### src/design/uer_pkg.sv
// ----------------------------------------------------------------------------
// uer_pkg
// Shared types, constants and the distance conversion of the echo ranger.
// ----------------------------------------------------------------------------
package uer_pkg;

  // default counter width and register reset values
  localparam int          COUNT_WIDTH_DEF = 16;
  localparam int          CFG_WIDTH       = 16;
  localparam logic [15:0] TRIGGER_RESET   = 16'd15;
  localparam logic [15:0] TIMEOUT_RESET   = 16'd5000;
  localparam logic [7:0]  TIMEOUT_DIST    = 8'd127;
  localparam logic [7:0]  DIST_MAX        = 8'd255;

  // count*346/20000 reaches 256 from this count onwards
  localparam logic [31:0] DIST_SAT_COUNT  = 32'd14798;
  // 346 * ceil(2^38 / 20000), exact for counts below the saturation point
  localparam logic [46:0] DIST_MULT       = 47'd4755388016;

  // configuration register indexes
  typedef enum logic [0:0] {
    CFG_TRIGGER_TICKS = 1'b0,
    CFG_TIMEOUT_TICKS = 1'b1
  } uer_cfg_idx_t;

  // measurement phase, one-hot
  typedef enum logic [3:0] {
    PH_IDLE = 4'b0001,
    PH_TRIG = 4'b0010,
    PH_RISE = 4'b0100,
    PH_FALL = 4'b1000
  } uer_phase_t;

  // one input item
  typedef struct packed {
    logic command;
    logic sensor_select;
    logic echo_left;
    logic echo_right;
  } uer_item_t;

  // one result item
  typedef struct packed {
    logic       trigger_left;
    logic       trigger_right;
    logic       busy_res;
    logic       done_res;
    logic       timed_out;
    logic [7:0] distance_cm;
  } uer_res_t;

  // echo high time in ticks to centimetres, saturated
  function automatic logic [7:0] uer_to_cm(input logic [31:0] cnt);
    logic [46:0] prod;
    prod = 47'(cnt[13:0]) * DIST_MULT;
    if (cnt >= DIST_SAT_COUNT) begin
      return DIST_MAX;
    end
    return prod[45:38];
  endfunction

endpackage

### src/design/ultrasonic_echo_ranger.sv
// Path: an accepted input is held in the input register, then the state update
// writes the result register, where the result waits until the downstream side takes it.
// Throughput: one item per cycle unless out_ready stalls; counter and phase update per item.
// Reset: synchronous, active low; idle phase, counter cleared, left sensor,
// trigger length 15 ticks and timeout 5000 ticks.
// ----------------------------------------------------------------------------
// ultrasonic_echo_ranger
// Trigger/echo controller for a left and a right ultrasonic range sensor.
// ----------------------------------------------------------------------------
module ultrasonic_echo_ranger #(
  parameter int COUNT_WIDTH = uer_pkg::COUNT_WIDTH_DEF
) (
  input  logic                          clk,
  input  logic                          rst_n,
  input  logic                          cfg_we,
  input  logic [0:0]                    cfg_addr,
  input  logic [uer_pkg::CFG_WIDTH-1:0] cfg_wdata,
  input  logic                          in_valid,
  output logic                          in_ready,
  input  logic                          in_command,
  input  logic                          in_sensor_select,
  input  logic                          in_echo_left,
  input  logic                          in_echo_right,
  output logic                          out_valid,
  input  logic                          out_ready,
  output logic                          out_trigger_left,
  output logic                          out_trigger_right,
  output logic                          out_busy_res,
  output logic                          out_done_res,
  output logic                          out_timed_out,
  output logic [7:0]                    out_distance_cm
);
  import uer_pkg::*;

  uer_item_t in_item, item;
  uer_res_t  res, out_res;
  logic      item_vld, advance;

  // pack the input fields
  always_comb begin
    in_item.command       = in_command;
    in_item.sensor_select = in_sensor_select;
    in_item.echo_left     = in_echo_left;
    in_item.echo_right    = in_echo_right;
  end

  uer_in_reg u_in_reg (
    .clk      (clk),
    .rst_n    (rst_n),
    .in_valid (in_valid),
    .in_ready (in_ready),
    .in_item  (in_item),
    .advance  (advance),
    .item_vld (item_vld),
    .item     (item)
  );

  uer_core #(
    .COUNT_WIDTH (COUNT_WIDTH)
  ) u_core (
    .clk       (clk),
    .rst_n     (rst_n),
    .cfg_we    (cfg_we),
    .cfg_addr  (cfg_addr),
    .cfg_wdata (cfg_wdata),
    .advance   (advance),
    .item_vld  (item_vld),
    .item      (item),
    .res       (res)
  );

  uer_out_reg u_out_reg (
    .clk       (clk),
    .rst_n     (rst_n),
    .item_vld  (item_vld),
    .res       (res),
    .advance   (advance),
    .out_valid (out_valid),
    .out_ready (out_ready),
    .out_res   (out_res)
  );

  // unpack the result fields
  assign out_trigger_left  = out_res.trigger_left;
  assign out_trigger_right = out_res.trigger_right;
  assign out_busy_res      = out_res.busy_res;
  assign out_done_res      = out_res.done_res;
  assign out_timed_out     = out_res.timed_out;
  assign out_distance_cm   = out_res.distance_cm;

endmodule

### src/design/uer_in_reg.sv
// ----------------------------------------------------------------------------
// uer_in_reg
// Input register: holds one accepted item until the core stage takes it.
// ----------------------------------------------------------------------------
module uer_in_reg (
  input  logic              clk,
  input  logic              rst_n,
  input  logic              in_valid,
  output logic              in_ready,
  input  uer_pkg::uer_item_t in_item,
  input  logic              advance,
  output logic              item_vld,
  output uer_pkg::uer_item_t item
);
  import uer_pkg::*;

  logic      vld_r, vld_nxt;
  uer_item_t item_r;

  // free when empty or when the held item moves on this cycle
  assign in_ready = !vld_r || advance;

  always_comb begin
    vld_nxt = vld_r;
    if (in_valid && in_ready) begin
      vld_nxt = 1'b1;
    end else if (advance) begin
      vld_nxt = 1'b0;
    end
  end

  // control register
  always_ff @(posedge clk) begin
    if (!rst_n) begin
      vld_r <= 1'b0;
    end else begin
      vld_r <= vld_nxt;
    end
  end

  // payload capture on each transfer
  always_ff @(posedge clk) begin
    if (in_valid && in_ready) begin
      item_r <= in_item;
    end
  end

  assign item_vld = vld_r;
  assign item     = item_r;

endmodule

### src/design/uer_core.sv
// ----------------------------------------------------------------------------
// uer_core
// Measurement state machine, tick counter and configuration registers.
// ----------------------------------------------------------------------------
module uer_core #(
  parameter int COUNT_WIDTH = uer_pkg::COUNT_WIDTH_DEF
) (
  input  logic                             clk,
  input  logic                             rst_n,
  input  logic                             cfg_we,
  input  logic [0:0]                       cfg_addr,
  input  logic [uer_pkg::CFG_WIDTH-1:0]    cfg_wdata,
  input  logic                             advance,
  input  logic                             item_vld,
  input  uer_pkg::uer_item_t               item,
  output uer_pkg::uer_res_t                res
);
  import uer_pkg::*;

  // compare width covers both the counter and the 16-bit limits
  localparam int LW = (COUNT_WIDTH > CFG_WIDTH) ? COUNT_WIDTH : CFG_WIDTH;
  localparam logic [COUNT_WIDTH-1:0] CEIL = {COUNT_WIDTH{1'b1}};

  logic [CFG_WIDTH-1:0]   trig_ticks_r, tmo_ticks_r;
  uer_phase_t             phase_r, phase_nxt;
  logic [COUNT_WIDTH-1:0] cnt_r, cnt_nxt, cnt_inc;
  logic                   chosen_r, chosen_nxt;
  logic                   echo, done, tmo, step;
  logic [7:0]             dist_cm;
  logic [LW-1:0]          trig_lim, tmo_lim;
  logic                   trig_hit, tmo_hit;

  assign step = advance && item_vld;
  assign echo = chosen_r ? item.echo_right : item.echo_left;

  // limits, zero trigger length acts as one
  assign trig_lim = (trig_ticks_r == '0) ? LW'(1) : LW'(trig_ticks_r);
  assign tmo_lim  = LW'(tmo_ticks_r);

  // saturating increment for the trigger phase
  assign cnt_inc  = (cnt_r == CEIL) ? cnt_r : cnt_r + 1'b1;
  assign trig_hit = (LW'(cnt_inc) >= trig_lim) || (cnt_inc == CEIL);
  assign tmo_hit  = (LW'(cnt_r) >= tmo_lim) || (cnt_r == CEIL);

  // next state and result
  always_comb begin
    phase_nxt  = phase_r;
    cnt_nxt    = cnt_r;
    chosen_nxt = chosen_r;
    done       = 1'b0;
    tmo        = 1'b0;
    dist_cm    = '0;
    if (item.command) begin
      if (phase_r == PH_IDLE) begin
        chosen_nxt = item.sensor_select;
        cnt_nxt    = '0;
        phase_nxt  = PH_TRIG;
      end
    end else begin
      unique case (phase_r)
        PH_IDLE: begin
        end
        PH_TRIG: begin
          cnt_nxt = cnt_inc;
          if (trig_hit) begin
            phase_nxt = PH_RISE;
            cnt_nxt   = '0;
          end
        end
        PH_RISE: begin
          if (echo) begin
            phase_nxt = PH_FALL;
            cnt_nxt   = '0;
          end else if (tmo_hit) begin
            done    = 1'b1;
            tmo     = 1'b1;
            dist_cm = TIMEOUT_DIST;
          end else begin
            cnt_nxt = cnt_r + 1'b1;
          end
        end
        PH_FALL: begin
          if (!echo) begin
            done    = 1'b1;
            dist_cm = uer_to_cm(32'(cnt_r));
          end else if (tmo_hit) begin
            done    = 1'b1;
            tmo     = 1'b1;
            dist_cm = TIMEOUT_DIST;
          end else begin
            cnt_nxt = cnt_r + 1'b1;
          end
        end
        default: begin
          phase_nxt = PH_IDLE;
        end
      endcase
    end
    if (done) begin
      phase_nxt = PH_IDLE;
      cnt_nxt   = '0;
    end
  end

  // result fields seen after this item
  always_comb begin
    res.trigger_left  = (phase_nxt == PH_TRIG) && !chosen_nxt;
    res.trigger_right = (phase_nxt == PH_TRIG) && chosen_nxt;
    res.busy_res      = (phase_nxt != PH_IDLE);
    res.done_res      = done;
    res.timed_out     = tmo;
    res.distance_cm   = dist_cm;
  end

  // configuration registers
  always_ff @(posedge clk) begin
    if (!rst_n) begin
      trig_ticks_r <= TRIGGER_RESET;
      tmo_ticks_r  <= TIMEOUT_RESET;
    end else if (cfg_we) begin
      unique case (uer_cfg_idx_t'(cfg_addr))
        CFG_TRIGGER_TICKS: trig_ticks_r <= cfg_wdata;
        CFG_TIMEOUT_TICKS: tmo_ticks_r  <= cfg_wdata;
        default: begin
        end
      endcase
    end
  end

  // measurement state
  always_ff @(posedge clk) begin
    if (!rst_n) begin
      phase_r  <= PH_IDLE;
      cnt_r    <= '0;
      chosen_r <= 1'b0;
    end else if (step) begin
      phase_r  <= phase_nxt;
      cnt_r    <= cnt_nxt;
      chosen_r <= chosen_nxt;
    end
  end

endmodule

### src/design/uer_out_reg.sv
// ----------------------------------------------------------------------------
// uer_out_reg
// Result register: holds one result until the downstream side takes it.
// ----------------------------------------------------------------------------
module uer_out_reg (
  input  logic              clk,
  input  logic              rst_n,
  input  logic              item_vld,
  input  uer_pkg::uer_res_t res,
  output logic              advance,
  output logic              out_valid,
  input  logic              out_ready,
  output uer_pkg::uer_res_t out_res
);
  import uer_pkg::*;

  logic     vld_r;
  uer_res_t res_r;

  // the stage moves when the result slot is empty or being emptied
  assign advance = !vld_r || out_ready;

  always_ff @(posedge clk) begin
    if (!rst_n) begin
      vld_r <= 1'b0;
    end else if (advance) begin
      vld_r <= item_vld;
    end
  end

  // result capture
  always_ff @(posedge clk) begin
    if (advance && item_vld) begin
      res_r <= res;
    end
  end

  assign out_valid = vld_r;
  assign out_res   = res_r;

endmodule
### config.mk
export PLATFORM = sky130hd
export DESIGN_NAME = ultrasonic_echo_ranger
export DESIGN_NICKNAME = d
export VERILOG_FILES = /design/src/design/uer_pkg.sv /design/src/design/ultrasonic_echo_ranger.sv /design/src/design/uer_in_reg.sv /design/src/design/uer_core.sv /design/src/design/uer_out_reg.sv
export SDC_FILE = /design/constraint.sdc
export NUM_CORES = 1
export LEC_CHECK = 0
export ABC_CLOCK_PERIOD_IN_PS = 8500
export CAP_MARGIN = 20
export CORE_MARGIN = 5
export CORE_UTILIZATION = 46
export CTS_BUF_LIST = sky130_fd_sc_hd__clkbuf_4 sky130_fd_sc_hd__clkbuf_8
export CTS_CLUSTER_SIZE = 25
export DETAILED_ROUTE_END_ITERATION = 10
export DONT_BUFFER_PORTS = 1
export SLEW_MARGIN = 40
export SYNTH_ARGS = -nofsm -noshare
export SYNTH_HDL_FRONTEND = slang
export SYNTH_HIERARCHICAL = 1
export SYNTH_SLANG_ARGS = --single-unit
### constraint.sdc
create_clock -name clk -period 8.5 [get_ports clk]
set_clock_uncertainty 0.1 [all_clocks]
set_input_delay 0.85 -clock clk [delete_from_list [all_inputs] [get_ports clk]]
set_output_delay 0.85 -clock clk [all_outputs]
set_load 0.01 [all_outputs]
-- Yosys cells after proc, flatten, opt, wreduce, memory -nomap -nowiden
Cells that the tools add are included.
W data, S select, Z words.
- reduce and logical (&&, ||, !) cells: 18
- bitwise logic cells: 1
- multiply operators: 1
- $lt $le $gt $ge: 3
- $add $sub $neg: 1
- equality and inequality tests: 10
- mux-type cells: 38
- operator list (cell ; number):
    $mux W16 ; 9
    $pmux W16 S3 ; 1
    $mul A14 B29 Y42 const B ; 1
    $eq A16 B16 Y1 const B ; 2
    $ge A16 B16 Y1 ; 2
    $mux W8 ; 4
    $mux W4 ; 5
    $add A16 B1 Y16 const B ; 1
    $ge A16 B14 Y1 const B ; 1
    $logic_not A16 Y1 ; 1
    $pmux W8 S2 ; 1
    $mux W1 ; 14
    $pmux W4 S3 ; 1
    $eq A4 B2 Y1 const B ; 2
    $mux W7 ; 1
    $reduce_bool A5 Y1 ; 1
    $eq A4 B1 Y1 const B ; 1
    $eq A4 B3 Y1 const B ; 1
    $eq A4 B4 Y1 const B ; 1
    $logic_and A1 B1 Y1 ; 4
    $logic_or A1 B1 Y1 ; 4
    $ne A4 B1 Y1 const B ; 1
    $ne A4 B2 Y1 const B ; 1
    $pmux W1 S2 ; 2
    7 further kinds ; 10
- output and inout bits: 15
- logic and storage cells: 89
- input bits: 26
- flip-flop bits (word level): 72

-- Depth between registers and ports, before layout
- word-level depth: 10
- mapped depth: 21
- gate-level depth less buffers: 21

-- By module
The synthesis kept the hierarchy.
- by module, submodules not included (module ; seq. area each (sq um) ; area an instance (sq um) ; instances ; cells each):
    uer_core ; 1061.0 ; 10481.3 ; 1 ; 1206
    uer_out_reg ; 410.4 ; 447.9 ; 1 ; 18
    uer_in_reg ; 140.1 ; 177.7 ; 1 ; 9

-- Worst setup path before layout
No wires, ideal clock.
- path kind: register to register
- start: reg u_core.cnt_r[8]
- end: reg u_out_reg.res_r (netlist bit u_out_reg/out_res[3]), data pin
- buffers on the path: 0
- library setup time: 0.255 ns
- data arrival time: 5.991 ns
- path slack: 2.154 ns
- stages on the path, launching flop included: 20
- period minus slack after synthesis: 6.346 ns
- data required time: 8.145 ns
- cell sequence: dfxtp_1 -> fa_1 -> inv_1 -> fa_1 -> inv_1 -> fa_1 -> inv_1 -> fa_1 -> fa_1 -> fa_1 -> inv_1 -> ha_1 -> and2_1 -> and3_1 -> a311oi_1 -> o32ai_1 -> a211oi_1 -> o21bai_1 -> or4b_1 -> and3_1
- longest elaborated chain between the ends: 8
- elaborated cells on any way between the ends: 14
- classes of those cells: 1 x mul; 2 x order compare; 1 x eq/ne; 9 x mux; 1 x reduce/logical
- RTL lines (item ; RTL line ; RTL):
    start, declared ; uer_core.sv:26 ; logic [COUNT_WIDTH-1:0] cnt_r, cnt_nxt, cnt_inc;
    start signal, assigned ; uer_core.sv:138 ; cnt_r <= cnt_nxt;
    parallel branches: the longest is 7 deep, another holds $mul A14 B29 Y42 ; - ;
    $pmux W8 S2 (*) ; uer_core.sv:60 ; unique case (phase_r)
    end signal, assigned ; uer_out_reg.sv:34 ; res_r <= res;
    end, declared ; uer_out_reg.sv:18 ; uer_res_t res_r;
Every way passes the cells marked *. The select of a mux whose other input is x is not followed.
A chain may end at the register's enable or synchronous reset.

-- Final worst setup path
- start: reg u_core.cnt_r[12]
- end: reg u_out_reg.res_r (netlist bit u_out_reg/out_res[3]), data pin
Same word-level chain as after synthesis.

==> results by group <==
Critical path
  • CP max FO: 9
  • Worst EP arrival: 6.96 ns
  • Worst path max stage delay: 0.59 ns
  • Startpoint types: register
  • Ordered cell list for the critical path: inv_1, ha_1, inv_1, fa_1, inv_1, fa_1, fa_1, inv_1, fa_1, ha_1, ha_1, a21oi_1, o21ai_0, a311oi_1, o32ai_1, a211oi_1, o21bai_1, or4b_1, and3_1
  • Reg-to-reg endpoint: u_out_reg/out_res[3]$_DFFE_PP_
  • CP endpoint kind: register
  • Worst R2R Start: u_core/cnt_r[12]$_SDFFE_PN0P_
  • FF-to-FF setup slack: 1.55 ns
  • CP Class: register to register
  • Slowest CP cell: dfxtp_1
  • Top Family by Delay on Critical Path: adder cells
  • FF-to-FF path depth: 19
  • Worst path bufs/invs: 4
  • Worst path required time: 8.51 ns

Synth
  • Synth Warn #: 6
  • Synthesis-stage register bit count: 72
  • EDFF count, synth: 17
  • Fraction of registers with async set/reset: 0%
  • Area fraction of the dominant cell type after synthesis: 26.0%
  • Sequential area share after synthesis: 14.5%
  • Cell Area, Synth: 11100 µm²
  • Post-Syn Instances: 1233
  • Top FF cell, synth: dfxtp_1
  • Net count after synthesis: 1580
  • Area leader, netlist: fa_1
  • Top post-synthesis cells by area: fa_1, ha_1, dfxtp_1, inv_1, edfxtp_1
  • Synth cell types: 73
  • Syn avg cell area: 9.01 µm²

Power
  • Pwr Density: 124 nW/µm²
  • Power, Total: 1.44 mW
  • Leak Pwr: 5.71 nW
  • Worst IR Drop VDD: 75.3 µV

Clock network
  • CTS resizes: 0
  • Setup Buffers After CTS: 0
  • Clock Path Buffers: 2
  • Clock slew at reported path FFs: 0.08 ns
  • H-tree depth: 3
  • Root cell of the clock tree: clkbuf_8
  • Worst-Skew Late Latency: 0.36 ns
  • Total CTS buffers: 9
  • Clk sinks: 72
  • CTS Hold Bufs: 0
  • TritonCTS clock tree: built

Global route
  • First-pass GRT wire length: 46.6 mm
  • Initial antenna violation count: 0
  • Largest net degree at the start of global routing: 42
  • Total track usage: 21.9%
  • Vias in the first global route: 8407
  • Congestion Overflow GR: 0

Route
  • Iter 0 DRT Violations: 637
  • Top routing layer in use: met4
  • Wire length on met1: 14.1 mm
  • Vias: 8406
  • DR vias/cell: 5.45
  • Met2 routed WL: 12.5 mm
  • Met3 WL: 1.52 mm
  • DR pass1 iterations: 5
  • Drc violations: 0
  • Post-DRT Antenna Nets: 0
  • Overall routed net length: 28.7 mm
  • Avg WL per Cell: 18.6 µm

Place
  • DP HPWL: 24.3 mm
  • Final Wtd Congestion: 1.04
  • Post-Place Cell Area: 11400 µm²
  • Port Buffers: 0

Die
  • Starting Density: 47.0%
  • Die area: 27400 µm²
  • Total core area: 23600 µm²
  • # rows: 56
  • Die Ht: 165 µm
  • I/O pin cnt: 41
  • Die X: 165 µm

Finish
  • Syn-to-layout area delta: 4.48%
  • Most common cell after layout, fill and taps aside: inv_1
  • Fillcell total: 2324
  • Layout cells sized above 1: 4.26%
  • FF/Latch Area: 1610 µm²
  • Ant diodes: 0
  • Nets: 1564
  • Cell area after layout: 11600 µm²
  • Final Util: 49.1%
  • Most frequent cells in the layout: inv_1, ha_1, fa_1
  • Multi-input gate area: 8350 µm²

Hold path
  • Type of the worst min-delay path: register to register
  • Hold EP: u_core/tmo_lim[1]$_SDFFE_PN0P_
  • Worst Hold Launch: u_core/tmo_lim[1]$_SDFFE_PN0P_
  • Hold path depth: 2

Timing
  • Final setup viols: 0
  • Slew of the pin with the lowest slew margin: 0.844 ns
  • Final Cycle Share: 81.8%
  • Slew HR: 43.7%
  • Fin crit period: 6.95 ns
  • RSZ-0062 raised after global routing: no
  • Hold Fails Final Rpt: 0
  • Fmax: 144 MHz
  • Slew Viols, Final: 0
  • Setup_tns: 0 ns

Run
  • Max cap viols: 0

Status
  • Status: finished, final reports clean
==> tightest hold or removal path, delay by kind of cell (launching register included) <==
family           cells  cell delay [ns]
AO/OA/AOI/OAI        1             0.06
flip-flops           1             0.31
AND/OR/NAND/NOR      1             0.04
==> sequential cells by signal, summed over array words and instances, names as in the netlist <==
signal and count:
u_core/cnt_r 16, u_core/tmo_lim 16, u_core/trig_ticks_r 16, u_out_reg/out_res 13, u_core/phase_r 4, u_in_reg/item 4, u_core/chosen_r 1, u_in_reg/item_vld 1
u_out_reg/out_valid 1
==> synthesized netlist by cell type, types with 3 or more instances <==
cell type and instances:
dfxtp_1 55, o31ai_1 3, o21bai_1 4, buf_2 9, a21oi_1 64, and2_1 4
o211ai_1 15, nor4_1 8, nor2_1 51, nand4_1 14, ha_1 177, inv_1 257
o21ai_0 35, xnor2_1 24, a31oi_1 8, a21boi_0 27, nand3_1 23, a21o_1 13
nand2_1 102, or3_1 6, a2111oi_0 3, xor2_1 3, clkbuf_1 19, nor3_1 27
nor2b_1 6, o21a_1 7, a211oi_2 3, o21ai_1 3, and3_1 8, fa_1 144
nand2b_1 11, a211oi_1 21, a311oi_1 7, edfxtp_1 17, or2_2 4
==> final cells by class <==
type | instances | share of cell area, %
Timing Repair Buffer | 9 | 0.615
Inverter | 257 | 8.31
Multi-Input combinational cell | 868 | 72.0
Clock buffer | 10 | 1.19
Sequential cell | 72 | 13.9
Clock inverter | 6 | 0.571
Tap cell | 319 | 3.44
==> report_power, final <==
group	internal (mW)	leakage, nW	total, mW	switching (mW)
registers	0.367	0.613	0.396	0.0293
clock network	0.145	0.103	0.288	0.143
logic	0.300	5.00	0.758	0.458
==> per-layer routing <==
metal / GRT usage [%] / up-vias
met2: 32.2 / 210
li1: - / 4072
met3: 3.80 / 32
met4: 4.99 / 0
met5: 0 / -
met1: 33.7 / 4092
==> kinds of logic after synthesis <==
family / share of synthesized area [%]
buf+inv: 10.3
compound gates: 14.2
fa+ha+maj: 45.9
flops: 14.5
mux: 0.192
xor+xnor: 2.13
simple gates: 12.7
==> how the worst max path moves through the flow <==
stage / start / slack [ns] / to / cells past startpoint
after floorplan: u_core/cnt_r[8]$_SDFFE_PN0P_ / 2.15 / u_out_reg/out_res[3]$_DFFE_PP_ / 19
after global placement: u_core/cnt_r[12]$_SDFFE_PN0P_ / 1.57 / u_out_reg/out_res[3]$_DFFE_PP_ / 19
after detailed placement: u_core/cnt_r[11]$_SDFFE_PN0P_ / 1.49 / u_out_reg/out_res[3]$_DFFE_PP_ / 19
after CTS: u_core/cnt_r[11]$_SDFFE_PN0P_ / 1.48 / u_out_reg/out_res[3]$_DFFE_PP_ / 19
after global routing: u_core/cnt_r[12]$_SDFFE_PN0P_ / 1.15 / u_out_reg/out_res[3]$_DFFE_PP_ / 19
final: u_core/cnt_r[12]$_SDFFE_PN0P_ / 1.55 / u_out_reg/out_res[3]$_DFFE_PP_ / 19
==> per-stage QoR <==
| step | hold WS (ns) | setup slack, ns | instances |
|---|---|---|---|
| finish | 0.364 | 1.55 | 1541 |
| global route | 0.399 | 1.15 | 1541 |
| CTS | 0.368 | 1.48 | 1540 |
| detailed placement | 0.357 | 1.49 | 1524 |
| global placement | 0.352 | 1.57 | 1524 |
| floorplan | 0.343 | 2.15 | 1233 |
No activity file was read; power rests on OpenSTA's default activity.
